### config.mk
export PLATFORM = sky130hd
export DESIGN_NAME = bitmap_rle_decoder_core
export DESIGN_NICKNAME = d
export VERILOG_FILES = /design/src/rtl/brd_pkg.sv /design/src/rtl/brd_ctrl.sv /design/src/rtl/brd_datapath.sv /design/src/rtl/bitmap_rle_decoder_core.sv
export SDC_FILE = /design/constraint.sdc
export NUM_CORES = 1
export LEC_CHECK = 0
export BUFFER_PORTS_ARGS = -buffer_cell sky130_fd_sc_hd__buf_2
export CAP_MARGIN = 20
export CORE_ASPECT_RATIO = 1.1
export CORE_MARGIN = 1.5
export CORE_UTILIZATION = 45
export DETAILED_ROUTE_END_ITERATION = 8
export PLACE_DENSITY = 0.69
export SLEW_MARGIN = 20
export SYNTH_ARGS = -nofsm -noshare
export SYNTH_HDL_FRONTEND = slang
export SYNTH_HIERARCHICAL = 1
export SYNTH_SLANG_ARGS = --single-unit
### constraint.sdc
create_clock -name clk -period 23.7 [get_ports clk]
set_input_delay 5.925 -clock clk [delete_from_list [all_inputs] [get_ports clk]]
set_output_delay 5.925 -clock clk [all_outputs]
set_load 0.02 [all_outputs]
### src/rtl/brd_pkg.sv
// ----------------------------------------------------------------------------
// brd_pkg
// Shared types, codes and constants of the bitmap run-length decoder.
// ----------------------------------------------------------------------------
package brd_pkg;

    localparam int MAX_WIDTH  = 4096;
    localparam int MAX_HEIGHT = 4096;

    localparam int DIM_W  = 13;   // width / height / column
    localparam int POS_W  = 25;   // linear position, holds width*height itself
    localparam int ADDR_W = 24;   // pixel address as it leaves the block
    localparam int BYTE_W = 8;
    localparam int PROD_W = BYTE_W + DIM_W;
    localparam int CNT_W  = 3;
    localparam int OUT_W  = 64;

    localparam logic [DIM_W-1:0] MAX_WIDTH_D  = DIM_W'(MAX_WIDTH);
    localparam logic [DIM_W-1:0] MAX_HEIGHT_D = DIM_W'(MAX_HEIGHT);

    localparam logic [BYTE_W-1:0] NIB_LO_MASK = 8'h0F;
    localparam logic [BYTE_W-1:0] NIB_HI_MASK = 8'hF0;

    // escape codes following a zero count byte
    localparam logic [BYTE_W-1:0] ESC_EOL   = 8'h00;
    localparam logic [BYTE_W-1:0] ESC_EOI   = 8'h01;
    localparam logic [BYTE_W-1:0] ESC_DELTA = 8'h02;

    typedef enum logic [2:0] {
        PH_COUNT,
        PH_VALUE,
        PH_ESC,
        PH_DX,
        PH_DY,
        PH_ABS,
        PH_PAD
    } phase_t;

    typedef enum logic [1:0] {
        CFG_FOUR_BIT = 2'd0,
        CFG_WIDTH    = 2'd1,
        CFG_HEIGHT   = 2'd2
    } cfg_index_t;

    typedef enum logic {
        CS_IDLE,
        CS_EXEC
    } ctrl_state_t;

    typedef struct packed {
        logic accept;     // latch the incoming byte
        logic step;       // perform one decode step, may load a result
        logic cfg_write;  // configuration beat
        logic restart;    // configuration beat to a known register
    } brd_cmd_t;

    typedef struct packed {
        logic finished;   // decoding over, bytes are dropped
        logic more;       // current byte still has pixel groups to give
        logic slot_free;  // output register can take a result this cycle
    } brd_status_t;

    // zero reads as one, anything above the limit as the limit
    function automatic logic [DIM_W-1:0] clamp_dim(input logic [DIM_W-1:0] v,
                                                   input logic [DIM_W-1:0] lim);
        logic [DIM_W-1:0] r;
        r = v;
        if (v == '0)
            r = DIM_W'(1);
        else if (v > lim)
            r = lim;
        return r;
    endfunction

endpackage

### src/rtl/brd_ctrl.sv
// ----------------------------------------------------------------------------
// brd_ctrl
// Sequencer: takes one byte at a time and steps the datapath until the
// byte's results are all in the output register.
// ----------------------------------------------------------------------------
module brd_ctrl (
    input  logic                  clk,
    input  logic                  rst_n,
    input  logic                  in_valid,
    output logic                  in_ready,
    input  logic                  cfg_valid,
    input  logic [1:0]            cfg_addr,
    output logic                  cfg_ready,
    input  brd_pkg::brd_status_t  status,
    output brd_pkg::brd_cmd_t     cmd
);

    brd_pkg::ctrl_state_t state_reg;
    brd_pkg::ctrl_state_t state_next;

    assign cfg_ready = 1'b1;

    always_ff @(posedge clk or negedge rst_n)
    begin
        if (!rst_n)
        begin
            state_reg <= brd_pkg::CS_IDLE;
        end
        else
        begin
            state_reg <= state_next;
        end
    end

    always_comb
    begin
        state_next    = state_reg;
        cmd           = '0;
        in_ready      = 1'b0;
        cmd.cfg_write = cfg_valid;
        cmd.restart   = cfg_valid && (cfg_addr == brd_pkg::CFG_FOUR_BIT ||
                                      cfg_addr == brd_pkg::CFG_WIDTH ||
                                      cfg_addr == brd_pkg::CFG_HEIGHT);
        case (state_reg)
            brd_pkg::CS_IDLE:
            begin
                // a configuration beat has priority over data
                in_ready = !cfg_valid;
                if (in_valid && !cfg_valid)
                begin
                    cmd.accept = 1'b1;
                    if (!status.finished)
                        state_next = brd_pkg::CS_EXEC;
                end
            end
            brd_pkg::CS_EXEC:
            begin
                if (status.slot_free)
                begin
                    cmd.step = 1'b1;
                    if (!status.more)
                        state_next = brd_pkg::CS_IDLE;
                end
            end
            default:
            begin
                state_next = brd_pkg::CS_IDLE;
            end
        endcase
        if (cmd.restart)
            state_next = brd_pkg::CS_IDLE;
    end

endmodule

### src/rtl/brd_datapath.sv
// ----------------------------------------------------------------------------
// brd_datapath
// Decoder state, configuration registers, pixel group builder and the
// output register.
// ----------------------------------------------------------------------------
module brd_datapath (
    input  logic                           clk,
    input  logic                           rst_n,
    input  brd_pkg::brd_cmd_t              cmd,
    output brd_pkg::brd_status_t           status,
    input  logic [1:0]                     cfg_addr,
    input  logic [brd_pkg::DIM_W-1:0]      cfg_data,
    input  logic [brd_pkg::BYTE_W-1:0]     in_data,
    input  logic                           in_last,
    output logic                           out_valid,
    input  logic                           out_ready,
    output logic [brd_pkg::OUT_W-1:0]      out_data,
    output logic                           out_last,
    output logic                           out_user
);

    localparam int DW = brd_pkg::DIM_W;
    localparam int PW = brd_pkg::POS_W;
    localparam int BW = brd_pkg::BYTE_W;
    localparam int CW = brd_pkg::CNT_W;

    // configuration
    logic          four_reg;
    logic [DW-1:0] width_reg;
    logic [DW-1:0] height_reg;
    logic [PW-1:0] total_reg;

    // latched byte
    logic [BW-1:0]              byte_reg;
    logic                       last_reg;
    logic [brd_pkg::PROD_W-1:0] prod_reg;

    // decode state
    brd_pkg::phase_t phase_reg, phase_next;
    logic [BW-1:0]   run_len_reg, run_len_next;
    logic [BW-1:0]   run_idx_reg, run_idx_next;
    logic [BW-1:0]   k_reg, k_next;
    logic [PW-1:0]   wp_reg, wp_next;
    logic [DW-1:0]   col_reg, col_next;
    logic [BW-1:0]   dcol_reg, dcol_next;
    logic            pad_reg, pad_next;
    logic            fin_reg, fin_next;

    // output register
    logic                        out_valid_reg;
    logic [brd_pkg::ADDR_W-1:0]  out_addr_reg;
    logic [BW-1:0]               out_pa_reg, out_pb_reg, out_pc_reg, out_pd_reg;
    logic [CW-1:0]               out_cnt_reg;
    logic                        out_last_reg;
    logic                        out_done_reg;

    logic [DW-1:0]     eff_w, eff_h;
    logic [2*DW-1:0]   area;
    logic [brd_pkg::PROD_W-1:0] prod_in;
    logic              slot_free;

    logic [DW-1:0]     rem_col;
    logic [PW-1:0]     rem_tot;
    logic [BW-1:0]     rem_run;
    logic [CW-1:0]     col_cap, tot_cap, run_cap, req_cap, n_a, n;
    logic [BW:0]       idx_inc, idx_new, b_inc;
    logic              abs_second;
    logic [PW-1:0]     wp_px, wp_eol, pos_dy;
    logic [DW-1:0]     col_px, step_dy;
    logic [BW-1:0]     k_px;
    logic              fin_cond, run_end, emit, load;
    logic [BW-1:0]     pix_hi, pix_lo, pix_a, pix_b;

    assign eff_w   = brd_pkg::clamp_dim(width_reg, brd_pkg::MAX_WIDTH_D);
    assign eff_h   = brd_pkg::clamp_dim(height_reg, brd_pkg::MAX_HEIGHT_D);
    assign area    = eff_w * eff_h;
    assign prod_in = {{DW{1'b0}}, in_data} * {{BW{1'b0}}, eff_w};

    assign slot_free = !out_valid_reg || out_ready;

    assign pix_hi = (byte_reg & brd_pkg::NIB_HI_MASK) >> 4;
    assign pix_lo = byte_reg & brd_pkg::NIB_LO_MASK;
    assign pix_a  = four_reg ? pix_hi : byte_reg;
    assign pix_b  = four_reg ? pix_lo : byte_reg;

    // pixel group size: limited by the run, the row end and the pixel total
    always_comb
    begin
        rem_col = eff_w - col_reg;
        rem_tot = total_reg - wp_reg;
        rem_run = run_len_reg - k_reg;
        col_cap = (rem_col >= DW'(4)) ? CW'(4) : rem_col[CW-1:0];
        tot_cap = (rem_tot >= PW'(4)) ? CW'(4) : rem_tot[CW-1:0];
        run_cap = (rem_run >= BW'(4)) ? CW'(4) : rem_run[CW-1:0];
        idx_inc = {1'b0, run_idx_reg} + (BW+1)'(1);
        abs_second = four_reg && (idx_inc < {1'b0, run_len_reg});
        case (phase_reg)
            brd_pkg::PH_VALUE: req_cap = run_cap;
            brd_pkg::PH_ABS:   req_cap = abs_second ? CW'(2) : CW'(1);
            default:           req_cap = '0;
        endcase
        n_a = (req_cap < col_cap) ? req_cap : col_cap;
        n   = (n_a < tot_cap) ? n_a : tot_cap;
    end

    always_comb
    begin
        wp_px   = wp_reg + PW'(n);
        col_px  = col_reg + DW'(n);
        k_px    = k_reg + BW'(n);
        wp_eol  = wp_reg + PW'(rem_col);
        step_dy = ({{(DW-BW){1'b0}}, dcol_reg} > rem_col) ? rem_col
                                                          : {{(DW-BW){1'b0}}, dcol_reg};
        pos_dy  = wp_reg + PW'(step_dy) + PW'(prod_reg);
        idx_new = abs_second ? idx_inc + (BW+1)'(1) : idx_inc;
        b_inc   = {1'b0, byte_reg} + (BW+1)'(1);

        phase_next   = phase_reg;
        run_len_next = run_len_reg;
        run_idx_next = run_idx_reg;
        k_next       = k_reg;
        wp_next      = wp_reg;
        col_next     = col_reg;
        dcol_next    = dcol_reg;
        pad_next     = pad_reg;
        fin_cond     = 1'b0;
        run_end      = 1'b1;

        case (phase_reg)
            brd_pkg::PH_VALUE:
            begin
                k_next   = k_px;
                wp_next  = wp_px;
                col_next = col_px;
                fin_cond = wp_px >= total_reg;
                run_end  = (k_px >= run_len_reg) || (col_px >= eff_w) || fin_cond;
                phase_next = run_end ? brd_pkg::PH_COUNT : brd_pkg::PH_VALUE;
            end
            brd_pkg::PH_ABS:
            begin
                wp_next      = wp_px;
                col_next     = col_px;
                fin_cond     = wp_px >= total_reg;
                run_idx_next = idx_new[BW-1:0];
                if (idx_new >= {1'b0, run_len_reg})
                    phase_next = pad_reg ? brd_pkg::PH_PAD : brd_pkg::PH_COUNT;
            end
            brd_pkg::PH_ESC:
            begin
                case (byte_reg)
                    brd_pkg::ESC_EOL:
                    begin
                        wp_next    = wp_eol;
                        col_next   = '0;
                        fin_cond   = wp_eol >= total_reg;
                        phase_next = brd_pkg::PH_COUNT;
                    end
                    brd_pkg::ESC_EOI:
                    begin
                        fin_cond   = 1'b1;
                        phase_next = brd_pkg::PH_COUNT;
                    end
                    brd_pkg::ESC_DELTA:
                    begin
                        phase_next = brd_pkg::PH_DX;
                    end
                    default:
                    begin
                        // absolute run; padding depends on bytes, not pixels
                        run_len_next = byte_reg;
                        run_idx_next = '0;
                        pad_next     = four_reg ? b_inc[1] : byte_reg[0];
                        phase_next   = brd_pkg::PH_ABS;
                    end
                endcase
            end
            brd_pkg::PH_DX:
            begin
                dcol_next  = byte_reg;
                phase_next = brd_pkg::PH_DY;
            end
            brd_pkg::PH_DY:
            begin
                col_next = col_reg + step_dy;
                if (pos_dy >= total_reg)
                begin
                    wp_next  = total_reg;
                    fin_cond = 1'b1;
                end
                else
                begin
                    wp_next = pos_dy;
                end
                phase_next = brd_pkg::PH_COUNT;
            end
            brd_pkg::PH_PAD:
            begin
                pad_next   = 1'b0;
                phase_next = brd_pkg::PH_COUNT;
            end
            brd_pkg::PH_COUNT:
            begin
                if (byte_reg != '0)
                begin
                    run_len_next = byte_reg;
                    k_next       = '0;
                    phase_next   = brd_pkg::PH_VALUE;
                end
                else
                begin
                    phase_next = brd_pkg::PH_ESC;
                end
            end
            default:
            begin
                phase_next = brd_pkg::PH_COUNT;
            end
        endcase

        fin_next = fin_cond || (run_end && last_reg);
        emit     = (n != '0) || (run_end && fin_next);
    end

    assign load = cmd.step && emit;

    assign status.finished  = fin_reg;
    assign status.more      = !run_end;
    assign status.slot_free = slot_free;

    // configuration and derived pixel total
    always_ff @(posedge clk or negedge rst_n)
    begin
        if (!rst_n)
        begin
            four_reg   <= 1'b0;
            width_reg  <= DW'(1);
            height_reg <= DW'(1);
            total_reg  <= PW'(1);
        end
        else
        begin
            total_reg <= area[PW-1:0];
            if (cmd.cfg_write)
            begin
                case (cfg_addr)
                    brd_pkg::CFG_FOUR_BIT: four_reg   <= cfg_data[0];
                    brd_pkg::CFG_WIDTH:    width_reg  <= cfg_data;
                    brd_pkg::CFG_HEIGHT:   height_reg <= cfg_data;
                    default:               ;
                endcase
            end
        end
    end

    // byte latch, with the row offset of a delta precomputed
    always_ff @(posedge clk)
    begin
        if (cmd.accept)
        begin
            byte_reg <= in_data;
            last_reg <= in_last;
            prod_reg <= prod_in;
        end
    end

    always_ff @(posedge clk or negedge rst_n)
    begin
        if (!rst_n)
        begin
            phase_reg   <= brd_pkg::PH_COUNT;
            run_len_reg <= '0;
            run_idx_reg <= '0;
            k_reg       <= '0;
            wp_reg      <= '0;
            col_reg     <= '0;
            dcol_reg    <= '0;
            pad_reg     <= 1'b0;
            fin_reg     <= 1'b0;
        end
        else if (cmd.restart)
        begin
            phase_reg   <= brd_pkg::PH_COUNT;
            run_len_reg <= '0;
            run_idx_reg <= '0;
            k_reg       <= '0;
            wp_reg      <= '0;
            col_reg     <= '0;
            dcol_reg    <= '0;
            pad_reg     <= 1'b0;
            fin_reg     <= 1'b0;
        end
        else if (cmd.step)
        begin
            phase_reg   <= phase_next;
            run_len_reg <= run_len_next;
            run_idx_reg <= run_idx_next;
            k_reg       <= k_next;
            wp_reg      <= wp_next;
            col_reg     <= col_next;
            dcol_reg    <= dcol_next;
            pad_reg     <= pad_next;
            fin_reg     <= fin_next;
        end
    end

    always_ff @(posedge clk or negedge rst_n)
    begin
        if (!rst_n)
        begin
            out_valid_reg <= 1'b0;
        end
        else if (load)
        begin
            out_valid_reg <= 1'b1;
        end
        else if (out_ready)
        begin
            out_valid_reg <= 1'b0;
        end
    end

    always_ff @(posedge clk)
    begin
        if (load)
        begin
            // an empty result carries the position after the byte
            out_addr_reg <= (n != '0) ? wp_reg[brd_pkg::ADDR_W-1:0]
                                      : wp_next[brd_pkg::ADDR_W-1:0];
            out_pa_reg   <= (n >= CW'(1)) ? pix_a : '0;
            out_pb_reg   <= (n >= CW'(2)) ? pix_b : '0;
            out_pc_reg   <= (n >= CW'(3)) ? pix_a : '0;
            out_pd_reg   <= (n >= CW'(4)) ? pix_b : '0;
            out_cnt_reg  <= n;
            out_last_reg <= run_end;
            out_done_reg <= run_end && fin_next;
        end
    end

    assign out_valid = out_valid_reg;
    assign out_last  = out_last_reg;
    assign out_user  = out_done_reg;
    assign out_data  = {{(brd_pkg::OUT_W - brd_pkg::ADDR_W - 4*BW - CW){1'b0}},
                        out_cnt_reg, out_pd_reg, out_pc_reg, out_pb_reg, out_pa_reg,
                        out_addr_reg};

`ifndef SYNTH
    a_no_step_when_finished: assert property (@(posedge clk) disable iff (!rst_n)
        cmd.step |-> !fin_reg)
        else $error("decode step issued after decoding finished");

    a_position_inside_image: assert property (@(posedge clk) disable iff (!rst_n)
        !fin_reg |-> (wp_reg < total_reg))
        else $error("write position reached the pixel total without finishing");

    a_column_inside_row: assert property (@(posedge clk) disable iff (!rst_n)
        !cmd.restart && !$past(cmd.cfg_write) |-> (col_reg <= eff_w))
        else $error("column beyond row width");

    a_load_only_into_free_slot: assert property (@(posedge clk) disable iff (!rst_n)
        load |-> slot_free)
        else $error("result overwrote a beat still waiting");

    a_count_in_range: assert property (@(posedge clk) disable iff (!rst_n)
        out_valid_reg |-> (out_cnt_reg <= CW'(4)))
        else $error("pixel count above four");
`endif

endmodule

### src/rtl/bitmap_rle_decoder_core.sv
// ----------------------------------------------------------------------------
// bitmap_rle_decoder_core
// Run-length decoder for 8-bit and 4-bit compressed bitmap streams: one
// compressed byte in, groups of up to four pixels with their position out.
//
//   channel   dir  handshake                  content
//   s_axis    in   s_axis_tvalid/tready       compressed byte, tlast = last byte
//   m_axis    out  m_axis_tvalid/tready       pixel group, tlast = last of byte,
//                                             tuser = image done
//   cfg       in   cfg_valid/cfg_ready        register index, write data
//
// A byte is taken in the idle state and decoded in the execute state that
// follows; an encoded run needs one decode step per group of up to four
// pixels, and the sequencer steps the shared group builder once per result.
// A full output register with m_axis_tready low holds the sequencer.
// Reset clears all decode state; a configuration beat to a known register restarts decoding.
// ----------------------------------------------------------------------------
module bitmap_rle_decoder_core (
    input  logic                        clk,
    input  logic                        rst_n,
    input  logic                        s_axis_tvalid,
    output logic                        s_axis_tready,
    input  logic [7:0]                  s_axis_tdata,   // [7:0] data_byte
    input  logic                        s_axis_tlast,   // last_byte
    output logic                        m_axis_tvalid,
    input  logic                        m_axis_tready,
    // [23:0] pixel_address, [31:24] pixel_a, [39:32] pixel_b,
    // [47:40] pixel_c, [55:48] pixel_d, [58:56] pixel_count, [63:59] zero
    output logic [brd_pkg::OUT_W-1:0]   m_axis_tdata,
    output logic                        m_axis_tlast,   // run_last
    output logic                        m_axis_tuser,   // [0] image_done
    input  logic                        cfg_valid,
    output logic                        cfg_ready,
    input  logic [1:0]                  cfg_addr,
    input  logic [brd_pkg::DIM_W-1:0]   cfg_data
);

    brd_pkg::brd_cmd_t    cmd;
    brd_pkg::brd_status_t status;

    brd_ctrl u_ctrl (
        .clk       (clk),
        .rst_n     (rst_n),
        .in_valid  (s_axis_tvalid),
        .in_ready  (s_axis_tready),
        .cfg_valid (cfg_valid),
        .cfg_addr  (cfg_addr),
        .cfg_ready (cfg_ready),
        .status    (status),
        .cmd       (cmd)
    );

    brd_datapath u_datapath (
        .clk       (clk),
        .rst_n     (rst_n),
        .cmd       (cmd),
        .status    (status),
        .cfg_addr  (cfg_addr),
        .cfg_data  (cfg_data),
        .in_data   (s_axis_tdata),
        .in_last   (s_axis_tlast),
        .out_valid (m_axis_tvalid),
        .out_ready (m_axis_tready),
        .out_data  (m_axis_tdata),
        .out_last  (m_axis_tlast),
        .out_user  (m_axis_tuser)
    );

endmodule

==> run_results.csv <==
group,metric,value,unit
worst_setup_path,critPathKind,"register to register",
cells_and_area,n_fill_cell,5807,
placement,dp_slack,11200,ps
cells_and_area,layout_commonest_cell,"inv_1",
cells_and_area,syn_to_final_growth,8.10,%
clock_network,cts_tree,"done",
global_routing,overflow,0,
worst_setup_path,required,23950,ps
synthesis,post_synth.cell_area_avg,8.79,um2
placement,dp_hpwl,66100,um
floorplanning,core_area,61000,um2
floorplanning,num_io_pins,98,
global_routing,first_global_vias,23003,
synthesis,ys_ff_latch,220,
clock_network,cts_hold_buf,0,
synthesis,yosysWarningCount,6,
routing,first_pass_iters,8,
sta,fmax,77.3,MHz
clock_network,htreeDepth,1,
worst_setup_path,critical-path-top-delay-family,"simple AND/OR/NAND/NOR gates",
sta,fin_crit,12940,ps
sta,setup_tns,0,ps
clock_network,cts_setup_buffers,0,
sta,tightest_slew,1100,ps
power,irDropWorstVdd,79.9,uV
worst_setup_path,critPathArrivalTime,13190,ps
routing,drcViolationCount,0,
clock_network,cts_max_path_buffers,3,
run_status,status,"complete, no violations",
routing,drt-initial-drc-count,2155,
synthesis,synth_edf_count,91,
cells_and_area,multiInputGateArea,19800,um2
placement,gp_congestion,1.03,
global_routing,grt_pass1_wl,131000,um
min_path,worstHoldStart,"u_datapath/run_len_reg[6]$_DFFE_PN0P_",
synthesis,netlist_area,27600,um2
floorplanning,rows,95,
clock_network,clk_latency,580,ps
clock_network,cts_root_buf,"clkbuf_16",
floorplanning,die_height,263,um
worst_setup_path,reg2reg_depth,48,
clock_network,cts_resized,0,
synthesis,synth_area_leaders,"ha_1, fa_1, dfrtp_1",
routing,vias,23647,
sta,relSlewSlack,0.263,
placement,portBuffers,91,
clock_network,cts_sinks,220,
routing,via_per_inst,5.86,
synthesis,synthCells,3145,
global_routing,grt_max_degree,77,
worst_setup_path,r2r_setup_slack,10760,ps
global_routing,grt_use_total,0.266,
worst_setup_path,rr_startpoint,"u_datapath/width_reg[12]$_DFFE_PN0P_",
worst_setup_path,cp_max_fo,55,
sta,finalHoldViolations,0,
synthesis,yosys.area.top_type,"ha_1",
routing,ant_nets,0,
clock_network,cts_buffers,27,
power,leakage,14.0,nW
synthesis,synth-main-ff-cell,"dfrtp_1",
worst_setup_path,cp-end-kind,"register",
sta,setup_viol,0,
synthesis,synth_top_area_frac,0.156,
synthesis,async_flop_share,0.586,
floorplanning,die_area,62900,um2
min_path,min_delay_worst_endpoint,"u_datapath/run_len_reg[6]$_DFFE_PN0P_",
cells_and_area,fin_nets,3771,
sta,rsz0062_at_grt,"no",
clock_network,clk_pin_slew,60,ps
floorplanning,die_w,239,um
job,maxCapViolCount,0,
worst_setup_path,cp_slowest_cell,"a31oi_1",
synthesis,ys_types,94,
worst_setup_path,start_kind,"register",
cells_and_area,regArea,5960,um2
sta,clock_skew,31.3,ps
routing,wl_per_cell,20.7,um
sta,fin_ws,10760,ps
worst_setup_path,slowest_delay,670,ps
sta,finalCritPeriodShare,0.546,
min_path,hold_path.class,"register to register",
floorplanning,initial_core_util,0.453,
global_routing,antenna_found_initial,1,
power,powerDensity,97.6,nW/um2
min_path,whs_path_depth,2,
worst_setup_path,cp.buffers_inverters,9,
synthesis,yosysSeqAreaShare,0.216,
sta,drv_slew,0,
cells_and_area,drive_above_1_share,0.0782,
cells_and_area,layout_common_cells,"inv_1, ha_1, nand2_1, nor2_1, fa_1",
routing,routed_wl,83400,um
worst_setup_path,rr_endpoint,"u_datapath/out_pc_reg[2]$_SDFFCE_PN0P_",
-- final cells by class --
class / instances / area share
inverters: 378 / 0.0475
clock inverters: 18 / 0.00712
clock buffers: 31 / 0.0231
diodes: 1 / 0.0000837
well taps: 824 / 0.0345
flip-flops and latches: 220 / 0.200
multi-input cells: 2433 / 0.663
repair buffers: 129 / 0.0250
-- layer usage --
layer | track usage | part of all wire | wire length, um | vias up
met4 | 0.106 | 0.043 | 3610 | 0
met3 | 0.0373 | 0.074 | 6140 | 180
li1 | - | - | - | 10919
met1 | 0.358 | 0.42 | 35400 | 11540
met5 | 0 | 0 | 0 | -
met2 | 0.432 | 0.46 | 38400 | 1008
-- synthesized netlist by cell type (28+ instances only) --
library cell  count
nor2b_1          51
o21ai_0         139
o21a_1           28
mux2_2           38
nor3_1           68
nand2_1         302
and2_1           85
inv_1           375
a21o_1           55
nor2_1          235
mux2i_1          33
nand4_1          31
clkbuf_1        101
ha_1            345
dfrtp_1         126
xnor2_1         143
a21oi_1         164
fa_1            208
nand3_1          67
a211oi_1         35
edfxtp_1         91
-- worst max path at each step --
stage	from	endpoint	depth (start not counted)	slack (ps)
6_report	u_datapath/width_reg[12]$_DFFE_PN0P_	u_datapath/out_pc_reg[2]$_SDFFCE_PN0P_	48	10760
5_1_grt	u_datapath/width_reg[12]$_DFFE_PN0P_	u_datapath/out_pc_reg[2]$_SDFFCE_PN0P_	48	10130
4_1_cts	u_datapath/width_reg[12]$_DFFE_PN0P_	u_datapath/out_pa_reg[5]$_SDFFCE_PN0P_	48	11130
3_5_place_dp	u_datapath/width_reg[12]$_DFFE_PN0P_	u_datapath/out_addr_reg[13]$_DFFE_PP_	48	11200
3_3_place_gp	u_datapath/width_reg[12]$_DFFE_PN0P_	u_datapath/out_cnt_reg[0]$_DFFE_PP_	48	11120
2_1_floorplan	u_datapath/width_reg[12]$_DFFE_PN0P_	u_datapath/out_addr_reg[0]$_DFFE_PP_	45	11490
-- stage by stage --
stage,util,area [um2],instances,hold slack (ps),power [mW]
after detailed placement,0.475,29000,3984,503,2.46
after global placement,0.475,29000,3984,501,2.44
after floorplan,-,27700,3158,478,1.96
after global routing,0.490,29900,4034,548,3.17
after CTS,0.490,29900,4033,516,2.91
final,0.490,29900,4034,523,2.92
-- kinds of logic (layout without fill, tap and decap cells) --
| logic type | count (synthesis) | count (layout) | synth area share |
|---|---|---|---|
| compound gates | 655 | 655 | 0.158 |
| xor+xnor | 168 | 168 | 0.0532 |
| fa+ha+maj | 553 | 553 | 0.307 |
| buf+inv | 505 | 556 | 0.0706 |
| flops | 220 | 220 | 0.216 |
| mux | 72 | 72 | 0.0280 |
| other cells | 2 | 16 | 0.000272 |
| simple gates | 970 | 970 | 0.168 |
-- power breakdown --
group | switching (mW) | internal (mW)
registers | 0.0899 | 0.481
logic | 1.15 | 0.775
clock network | 0.170 | 0.254
-- worst min-delay path, stage by stage (launching register included) --
cell and delay [ps]:
dfrtp_1 370, nand2_1 50, o21ai_0 60
Power figures use the tool's default switching activity.
